--- config.mk ---
export PLATFORM = sky130hd
export DESIGN_NAME = ase_div
export DESIGN_NICKNAME = d
export VERILOG_FILES = /design/src/hw/rtl/ase_pkg.sv /design/src/hw/rtl/ase_div.sv
export SDC_FILE = /design/constraint.sdc
export NUM_CORES = 1
export LEC_CHECK = 0
export BUFFER_PORTS_ARGS = -buffer_cell sky130_fd_sc_hd__buf_4
export CAP_MARGIN = 0
export CORE_MARGIN = 3
export CORE_UTILIZATION = 30
export DETAILED_ROUTE_END_ITERATION = 16
export GPL_TIMING_DRIVEN = 0
export MAX_ROUTING_LAYER = met4
export PLACE_DENSITY = 0.58
export SYNTH_ARGS = -nofsm -noshare
export SYNTH_HDL_FRONTEND = slang
export SYNTH_SLANG_ARGS = --single-unit
--- constraint.sdc ---
create_clock -name i_clk -period 3.15 [get_ports i_clk]
set_input_delay 0.315 -clock i_clk [delete_from_list [all_inputs] [get_ports i_clk]]
set_output_delay 0.315 -clock i_clk [all_outputs]
set_load 0.005 [all_outputs]
--- src/hw/rtl/ase_pkg.sv ---
`default_nettype none
package ase_pkg;

    localparam int MAX_RESULTS = 40;
    localparam int RES_W       = 6;
    localparam int TV_W        = 16;

    typedef enum logic [1:0] {
        ST_OK    = 2'd0,
        ST_EMPTY = 2'd1,
        ST_RANGE = 2'd2,
        ST_PEND  = 2'd3
    } t_status;

    typedef enum logic [1:0] {
        CFG_SYMBOL_COUNT = 2'd0,
        CFG_START_OFFSET = 2'd1,
        CFG_START_PREFIX = 2'd2
    } t_cfg_index;

    typedef enum logic {
        ACT_WRITE  = 1'b0,
        ACT_ENCODE = 1'b1
    } t_action;

    typedef enum logic [3:0] {
        S_IDLE,
        S_TOT,
        S_CLO,
        S_CHI,
        S_MUL,
        S_DIVS,
        S_DIV,
        S_CHK,
        S_REN,
        S_PUT,
        S_FLUSH,
        S_TAIL,
        S_ORD,
        S_OLD,
        S_OWAIT
    } t_state;

endpackage
`default_nettype wire

--- src/hw/rtl/ase_div.sv ---
`default_nettype none
module ase_div
    import ase_pkg::*;
#(
    parameter int NW = 33
) (
    input  wire logic            i_clk,
    input  wire logic            i_rst_n,
    input  wire logic            i_start,
    input  wire logic [NW-1:0]   i_dividend,
    input  wire logic [TV_W-1:0] i_divisor,
    output logic                 o_done,
    output logic [NW-1:0]        o_quot
);
    localparam int CNT_W = $clog2(NW + 1);

    logic [TV_W:0]   r_rem;
    logic [NW-1:0]   r_q;
    logic [TV_W-1:0] r_div;
    logic [CNT_W-1:0] r_cnt;
    logic            r_done;

    logic [TV_W:0] t;
    logic          ge;

    always_comb begin
        t  = {r_rem[TV_W-1:0], r_q[NW-1]};
        ge = t >= {1'b0, r_div};
    end

    always_ff @(posedge i_clk) begin
        if (!i_rst_n) begin
            r_cnt  <= '0;
            r_done <= 1'b0;
        end else begin
            r_done <= 1'b0;
            if (i_start) begin
                r_cnt <= CNT_W'(NW);
                r_rem <= '0;
                r_q   <= i_dividend;
                r_div <= i_divisor;
            end else if (r_cnt != '0) begin
                r_rem <= ge ? (t - {1'b0, r_div}) : t;
                r_q   <= {r_q[NW-2:0], ge};
                r_cnt <= r_cnt - 1'b1;
                if (r_cnt == CNT_W'(1)) begin
                    r_done <= 1'b1;
                end
            end
        end
    end

    assign o_done = r_done;
    assign o_quot = r_q;

endmodule
`default_nettype wire

==> Word level (Yosys, flattened, before mapping) <==
Cells that the tools add are included.
{ "word_totals": {"reg_bits": 72, "latch_bits": 0, "mem_bits_rw": 0, "rom_bits": 0, "out_inout_bits": 34, "wordCells": 25, "memories": 0} }
{ "op_classes": {"add_sub_neg": 2, "n_mul": 0, "div_mod_pow": 0, "magnitude_cmp": 1, "n_eq_ne": 1, "shifts": 0, "mux": 7, "n_bitwise": 2, "reduce_logical": 6} }
{ "op_table": {"columns": ["operator", "count"], "rows": [
  ["33-bit two-way mux", 2],
  ["16-bit two-way mux", 2],
  ["17-bit by 16-bit >= comparator with 1-bit output", 1],
  ["16-bit subtractor", 1],
  ["6-bit two-way mux", 2],
  ["6-bit by 1-bit equality test with 1-bit output, second input constant", 1],
  ["6-bit nonzero test", 1],
  ["6-bit by 1-bit subtractor with 6-bit output, second input constant", 1],
  ["2-bit AND reduction", 2],
  ["3-bit OR reduction", 1],
  ["1-bit NOT", 2],
  ["2-bit nonzero test", 1],
  ["2-bit OR reduction", 1],
  ["1-bit two-way mux", 1]
]} }

==> Depth between registers and ports, before layout <==
Gate-level depths: netlist (run 1).
{ "logic_depth": {"ltp_word": 3, "ltp_mapped": 9, "depth_no_buf": 9} }

==> Worst setup path before layout (run 1) <==
No wires, ideal clock.
{ "synth_timing": {"path_kind": "input port to flip-flop", "startpoint": "input port i_start", "endpoint": "register r_q[0] (netlist: o_quot[0]) (enable)", "arrival_time_ps": 1991, "path_slack_ps": 750, "cell_stages": 3, "n_path_buf": 2, "path_cell_list": "buf_4 clkbuf_1 o21a_1"} }
{ "synth_via": {"elab_chain_len": 2} }
{ "synth_lines": {"columns": ["element", "line_no", "rtl"], "rows": [
  ["start, declared", "ase_div.sv:9", "input wire logic i_start,"],
  ["2-bit nonzero test (no source line)", null, null],
  ["2-bit AND reduction (no source line)", null, null],
  ["end signal, assigned", "ase_div.sv:40", "r_q <= i_dividend;"],
  ["end signal, assigned", "ase_div.sv:44", "r_q <= {r_q[NW-2:0], ge};"],
  ["end, declared", "ase_div.sv:18", "logic [NW-1:0] r_q;"]
]} }
Every way passes these cells.
A chain may end at the register's enable or synchronous reset.

==> Worst setup path in the final report (run 1) <==
{ "layout_timing": {"startpoint": "register r_q[32] (netlist: o_quot[32])", "endpoint": "register r_rem[14] (data pin)"} }
{ "layout_via": {"elab_chain_len": 3} }
{ "layout_lines": {"columns": ["element", "line_no", "rtl"], "rows": [
  ["16-bit subtractor / 17-bit by 16-bit >= comparator with 1-bit output (equally long branches)", "ase_div.sv:43, ase_div.sv:28", null],
  ["16-bit two-way mux (*)", "ase_div.sv:43", "r_rem <= ge ? (t - {1'b0, r_div}) : t;"],
  ["16-bit two-way mux (*)", "ase_div.sv:42", "end else if (r_cnt != '0) begin"],
  ["end signal, assigned", "ase_div.sv:43", null],
  ["end, declared", "ase_div.sv:17", "logic [TV_W:0] r_rem;"]
]} }
Mark *: on every way between the ends. The rest lies on a longest branch, timed or not. The select of a mux whose other input is x is not followed.

==> impl_metrics.py, run 1 <==
metrics = {
    "placement": {
        "portBuffers": 84,
        "place_ws_ns": 0.410,
        "gp_congestion": 0.790,
        "dp_hpwl_microns": 6650,
        "dp.cells": 576,
    },
    "die": {
        "core_sq_um": 12300,
        "dieArea_sq_um": 14300,
        "start_util_pct": 31.5,
        "fp.dieW_microns": 120,
        "ios": 86,
        "num_rows": 40,
        "fp.dieH_microns": 120,
    },
    "synth": {
        "synth-async-reset-ratio_pct": 0,
        "yosys.area.top_type_share_pct": 50.3,
        "ys_warn_count": 0,
        "synth_area_leader_cell": "edfxtp_1",
        "ys_ff_latch": 72,
        "netlist_instances": 323,
        "mappedNetlistArea_sq_um": 3880,
        "synth.avg_cell_area_sq_um": 12.0,
        "synth_ff_type": "edfxtp_1",
        "synth.area.top_cells": "edfxtp_1, mux2_2, ha_1",
        "ys_types": 53,
        "syn_nets": 395,
        "synth.most_common_cell": "edfxtp_1",
        "ys_seq_area_share_pct": 54.0,
        "synth_edf_count": 65,
        "yosys-top-cells-count": "edfxtp_1, mux2_2, a21oi_1",
    },
    "worst_hold_path": {
        "whs_endpoint": "r_div[3]$_DFFE_PP_",
        "min_from": "i_divisor[3]",
        "min_path_cells": 1,
        "min_path_type": "in -> reg",
    },
    "critical_path": {
        "cp.required_ns": 3.22,
        "cp_max_fo": 5,
        "cp.arrival_ns": 2.87,
        "cp-start-kind": "flip-flop",
        "reg2reg_from": "o_quot[32]$_DFFE_PP_",
        "reg2reg_depth": 9,
        "crit_type": "reg -> reg",
        "crit_family": "compound AO/OA/AOI/OAI gates",
        "critPathSlowestCell": "o31ai_1",
        "worst_path_most_repeated_cell": "a211oi_1",
        "endpoint_kind": "flip-flop",
        "r2r_slack_ns": 0.35,
        "r2r-end": "r_rem[14]$_SDFFCE_PP0P_",
        "cp_slowest_stage_delay_ns": 0.59,
        "cp.depth": 9,
        "path_buf_inv": 1,
        "crit_chain": "inv_1 > ha_1 > fa_1 > and2b_1 > o31a_1 > o31ai_1 > a211oi_1 > a211oi_1 > o22ai_1",
    },
    "clock_network": {
        "cts_resized": 0,
        "clkTransAtPathRegs_ns": 0.06,
        "cts_max_path_buffers": 2,
        "cts_setup_buffers": 0,
        "cts_sinks": 72,
        "cts_tree": "done",
        "numCtsBuffers": 9,
        "root_buffer": "clkbuf_16",
        "htree_levels": 3,
        "clock_latency_ns": 0.34,
        "hold_buffers": 0,
    },
    "route": {
        "wl_per_cell_microns": 15.6,
        "vias": 2923,
        "ant_nets": 0,
        "drt_pass1_iterations": 4,
        "drc": 0,
        "drt_iter0_drc": 128,
        "via_per_inst": 4.94,
        "wirelength_microns": 9260,
    },
    "sta": {
        "fin_worst_skew_ns": 0.0104,
        "fin_crit_ns": 2.80,
        "worst_slack_ns": 0.349,
        "worstMarginPinSlew_ns": 0.846,
        "fmax_mhz": 357,
        "finalCritPeriodShare_pct": 88.9,
        "setup_viol_count_final": 0,
        "relSlewSlack_pct": 43.6,
        "drv_slew": 0,
        "timing.final.hold_violations": 0,
        "rsz0062_at_grt": "false",
    },
    "pwr": {
        "power_frac_comb_pct": 27.1,
        "powerDensity_nw_per_um2": 622,
        "clkPwrFrac_pct": 32.6,
        "p_sw_mw": 0.922,
        "power_leakage_nw": 2.03,
        "peakVddDrop_uv": 303,
        "seq_power_share_pct": 40.3,
        "p_int_mw": 2.21,
        "switching_share_pct": 29.4,
    },
    "global_routing": {
        "antenna_found_initial": 0,
        "grt_max_degree": 31,
        "grt_pass1_wl_microns": 15200,
        "grt_pass1_vias": 3040,
        "track_usage_pct": 13.8,
        "grt.overflow.total": 0,
    },
    "finish": {
        "layoutNonFillerInstCount": 592,
        "register_area_sq_um": 2090,
        "diodes": 0,
        "synthToLayoutAreaGrowth_pct": 29.9,
        "fin_nets": 491,
        "multi_input_area_sq_um": 1650,
        "drive_above_1_share_pct": 33.7,
        "fill_cells": 1239,
    },
    "flow_run": {
        "max-cap-violations": 0,
    },
    "run_status": {
        "status": "complete, no violations",
    },
}
==> cell type report <==
type	count	share of cell area, %
buffer	10	1.19
clock buffer	10	4.55
clock inverter	6	1.34
timing repair buffer	85	12.9
inverter	21	1.57
sequential	72	41.5
tap	168	4.17
multi-input combinational	220	32.7
==> per-layer routing <==
| metal | wire, microns | track usage (%) | up-vias | part of all wire [%] |
|---|---|---|---|---|
| met5 | 0 | - | - | 0 |
| met4 | 208 | 5.94 | 0 | 2.2 |
| met3 | 602 | 4.05 | 16 | 6.5 |
| met2 | 4170 | 20.8 | 94 | 45 |
| met1 | 4280 | 17.5 | 1387 | 46 |
| li1 | - | - | 1426 | - |
==> sequential cells by signal, summed over array words and instances (netlist names) <==
name,flops
o_quot,33
r_rem,16
r_cnt,6
r_div,16
o_done,1
==> power by group through the flow <==
stage                     clock (mW)  combinational (mW)  sequential [mW]
after floorplan                    0               0.576             1.27
after detailed placement           0               0.847             1.28
after global placement             0               0.824             1.28
after CTS                       1.05               0.852             1.26
final                           1.02               0.849             1.26
after global routing            1.10               0.948             1.28
==> cells by family after synthesis <==
family	synth area share, %
compound gates	14.8
fa+ha+maj	6.65
mux	9.84
xor+xnor	2.03
flops	54.0
buf+inv	3.58
simple gates	9.10
==> how the worst max path moves through the flow <==
stage,start,end,slack (ns)
4_1_cts,o_quot[32]$_DFFE_PP_,r_rem[14]$_SDFFCE_PP0P_,0.37
3_3_place_gp,i_start,o_quot[6]$_DFFE_PP_,-0.06
5_1_grt,o_quot[32]$_DFFE_PP_,r_rem[14]$_SDFFCE_PP0P_,0.17
2_1_floorplan,i_start,o_quot[0]$_DFFE_PP_,0.75
6_report,o_quot[32]$_DFFE_PP_,r_rem[14]$_SDFFCE_PP0P_,0.35
3_5_place_dp,o_quot[32]$_DFFE_PP_,r_rem[14]$_SDFFCE_PP0P_,0.41
==> layout by cell type, fill, tap and decap left out, drive strengths merged, types with 3 or more instances in the layout <==
cell type,n
edfxtp,65
o21ai,20
nand2,16
o31ai,3
mux2,33
inv,22
a21oi,23
o21bai,3
nand3,12
buf,89
nor3,8
ha,19
o31a,4
nor2,14
clkbuf,15
dfxtp,7
a21o,4
or3,3
o21a,7
a211oi,6
xnor2,5
o211ai,3
o22ai,4
a21boi,3
xor2,4
==> metrics by stage <==
stage | total power [mW] | instance area [sq um] | hold WS, ns | util (%) | setup TNS (ns)
5_1_grt | 3.32 | 5040 | 0.131 | 40.9 | 0
3_3_place_gp | 2.11 | 4720 | 0.495 | 38.3 | -2.74
4_1_cts | 3.16 | 5040 | 0.132 | 40.9 | 0
3_5_place_dp | 2.13 | 4740 | 0.495 | 38.5 | 0
2_1_floorplan | 1.85 | 3880 | 0.414 | - | 0
6_report | 3.13 | 5040 | 0.147 | 40.9 | 0
Note: power is estimated with default switching activity, not from simulation.
==> run 2, diff against run 1 <==
--- a/config.mk
+++ b/config.mk
@@ -13,6 +13,7 @@
 export GPL_TIMING_DRIVEN = 0
 export MAX_ROUTING_LAYER = met4
 export PLACE_DENSITY = 0.58
+export REMOVE_ABC_BUFFERS = 1
 export SYNTH_ARGS = -nofsm -noshare
 export SYNTH_HDL_FRONTEND = slang
 export SYNTH_SLANG_ARGS = --single-unit
==> run 2 against run 1 <==
Against the previous run:
- clock-buffer cell count is 1 lower
- sequential power hardly changed
- sequential share of layout area is 0.43 points higher
- first-iteration DRC count is 0.78% higher
- cell count is 1.5% lower
- die area stayed put
- clock power hardly changed
- worst hold slack better by 0.0067 ns
- worst setup slack worse by 0.14 ns
- non-clock buffer count is 8 lower
- flip-flop and latch count stayed put
- critical path type unchanged
- highest routed layer unchanged
==> impl_metrics.py, run 2 (same netlist as run 1, synthesis figures left out) <==
metrics = {
    "sta": {
        "relSlewSlack_pct": 44.9,
        "drv_slew": 0,
        "holdWs_ns": 0.154,
        "rsz0062_at_grt": "false",
        "worst_slack_ns": 0.209,
        "fin_crit_ns": 2.94,
        "finalCritPeriodShare_pct": 93.4,
        "timing.final.hold_violations": 0,
        "worstMarginPinSlew_ns": 0.827,
        "fin_worst_skew_ns": 0.0115,
        "setup_viol_count_final": 0,
        "fmax_mhz": 340,
    },
    "die": {
        "num_rows": 40,
        "start_util_pct": 31.5,
        "fp.dieW_microns": 120,
        "fp.dieH_microns": 120,
        "core_sq_um": 12300,
        "ios": 86,
        "dieArea_sq_um": 14300,
    },
    "clock_network": {
        "numCtsBuffers": 9,
        "cts_tree": "done",
        "clock_latency_ns": 0.34,
        "root_buffer": "clkbuf_16",
        "htree_levels": 3,
        "cts_max_path_buffers": 2,
        "cts_setup_buffers": 0,
        "clkTransAtPathRegs_ns": 0.06,
        "cts_sinks": 72,
    },
    "critical_path": {
        "cp_max_fo": 8,
        "cp.arrival_ns": 3.02,
        "crit_family": "compound AO/OA/AOI/OAI gates",
        "cp.required_ns": 3.23,
        "endpoint_kind": "flip-flop",
        "crit_chain": "inv_1 > ha_1 > nor2b_1 > o31a_1 > o31a_1 > o31ai_2 > buf_2 > nand2_2 > mux2_2",
        "critPathSlowestCell": "edfxtp_1",
        "worst_path_most_repeated_cell": "o31a_1",
        "cp-start-kind": "flip-flop",
        "path_buf_inv": 2,
        "cp_slowest_stage_delay_ns": 0.42,
        "crit_type": "reg -> reg",
    },
    "finish": {
        "final_common_cell": "buf_4",
        "drive_above_1_share_pct": 34.0,
        "diodes": 0,
        "synthToLayoutAreaGrowth_pct": 28.6,
        "final_cell_mix": "buf_4, edfxtp_1, mux2_2",
        "largest_reg_flops": 33,
        "fin_nets": 483,
        "fill_cells": 1209,
        "layoutNonFillerInstCount": 583,
    },
    "placement": {
        "place_ws_ns": -0.0658,
        "dp.cells": 568,
        "portBuffers": 85,
        "gp_congestion": 0.854,
        "dp_hpwl_microns": 6120,
    },
    "pwr": {
        "powerDensity_nw_per_um2": 617,
        "power_leakage_nw": 2.01,
        "peakVddDrop_uv": 293,
        "p_total_mw": 3.08,
    },
    "global_routing": {
        "grt.overflow.total": 0,
        "grt_pass1_wl_microns": 14000,
        "antenna_found_initial": 0,
        "grt_pass1_vias": 2913,
        "grt_max_degree": 47,
        "track_usage_pct": 12.6,
    },
    "route": {
        "wirelength_microns": 8570,
        "via_per_inst": 4.83,
        "ant_nets": 0,
        "vias": 2814,
        "wl_per_cell_microns": 14.7,
        "drt_pass1_iterations": 4,
        "drt_iter0_drc": 129,
        "drc": 0,
    },
    "worst_hold_path": {
        "min_path_type": "in -> reg",
    },
    "run_status": {
        "status": "complete, no violations",
    },
    "flow_run": {
        "max-cap-violations": 0,
    },
}
[run 2: cell count changes in the layout (fill, tap and decap cells not counted)]
cell | previous run | this run
nand2_1 | 16 | 15
clkinv_1 | 0 | 2
dlygate4sd3_1 | 1 | 0
clkinvlp_4 | 2 | 0
buf_6 | 1 | 0
o31ai_1 | 3 | 2
clkbuf_1 | 6 | 0
o31ai_2 | 0 | 1
nand2_2 | 0 | 1
buf_4 | 86 | 85
[run 2: area by class of cell]
| class | count | area, sq um | area share [%] |
|---|---|---|---|
| Sequential cell | 72 | 2090 | 42.0 |
| Multi-Input combinational cell | 220 | 1660 | 33.2 |
| Timing Repair Buffer | 87 | 663 | 13.3 |
| Clock buffer | 9 | 225 | 4.52 |
| Tap cell | 168 | 210 | 4.22 |
| Inverter | 21 | 78.8 | 1.58 |
| Clock inverter | 6 | 60.1 | 1.20 |
[run 2: where the power goes]
group | internal [mW] | total, mW | switching (mW) | leakage (nW)
combinational | 0.388 | 0.825 | 0.437 | 1.18
sequential | 1.20 | 1.26 | 0.0628 | 0.687
clock | 0.606 | 0.992 | 0.386 | 0.141
total | 2.19 | 3.08 | 0.886 | 2.01
[run 2: what timing repair did]
item | CTS | global route
pin swaps | 0 | 0
resized for setup | 1 | 1
hold buffers | 0 | 0
endpoints found under the setup margin | 1 | 1
[run 2: per-stage QoR]
stage / instance area [sq um] / TNS (ns) / utilization, %
4_1_cts: 4980 / 0 / 40.5
2_1_floorplan: 3820 / 0 / -
3_5_place_dp: 4690 / -0.0658 / 38.1
5_1_grt: 4980 / 0 / 40.5
3_3_place_gp: 4670 / -4.94 / 37.9
6_report: 4980 / 0 / 40.5
[run 2: layer usage]
layer	track usage, %	share of wire (%)	routed length [microns]	vias to the layer above
met2	18.9	46	3900	93
li1	-	-	-	1401
met5	-	0	0	-
met1	15.8	46	3960	1309
met3	4.01	6.4	548	11
met4	5.15	1.8	154	0
[run 2: worst reg2reg max path, cell delays in order (launching register included)]
cell      delay, ns
edfxtp_1       0.42
inv_1          0.08
ha_1           0.23
nor2b_1        0.16
o31a_1         0.26
o31a_1         0.34
o31ai_2        0.41
buf_2          0.30
nand2_2        0.19
mux2_2         0.31
[run 2: worst paths after layout]
kind / from / to / slack [ns] / cells after the start
worst min register to register: r_cnt[5]$_SDFFE_PN0N_ / o_done$_SDFF_PP0_ / 0.56 / 3
worst min-delay path: i_divisor[7] / r_div[7]$_DFFE_PP_ / 0.15 / 1
worst max register to register: r_div[1]$_DFFE_PP_ / o_quot[0]$_DFFE_PP_ / 0.21 / 9
worst max-delay path: r_div[1]$_DFFE_PP_ / o_quot[0]$_DFFE_PP_ / 0.21 / 9
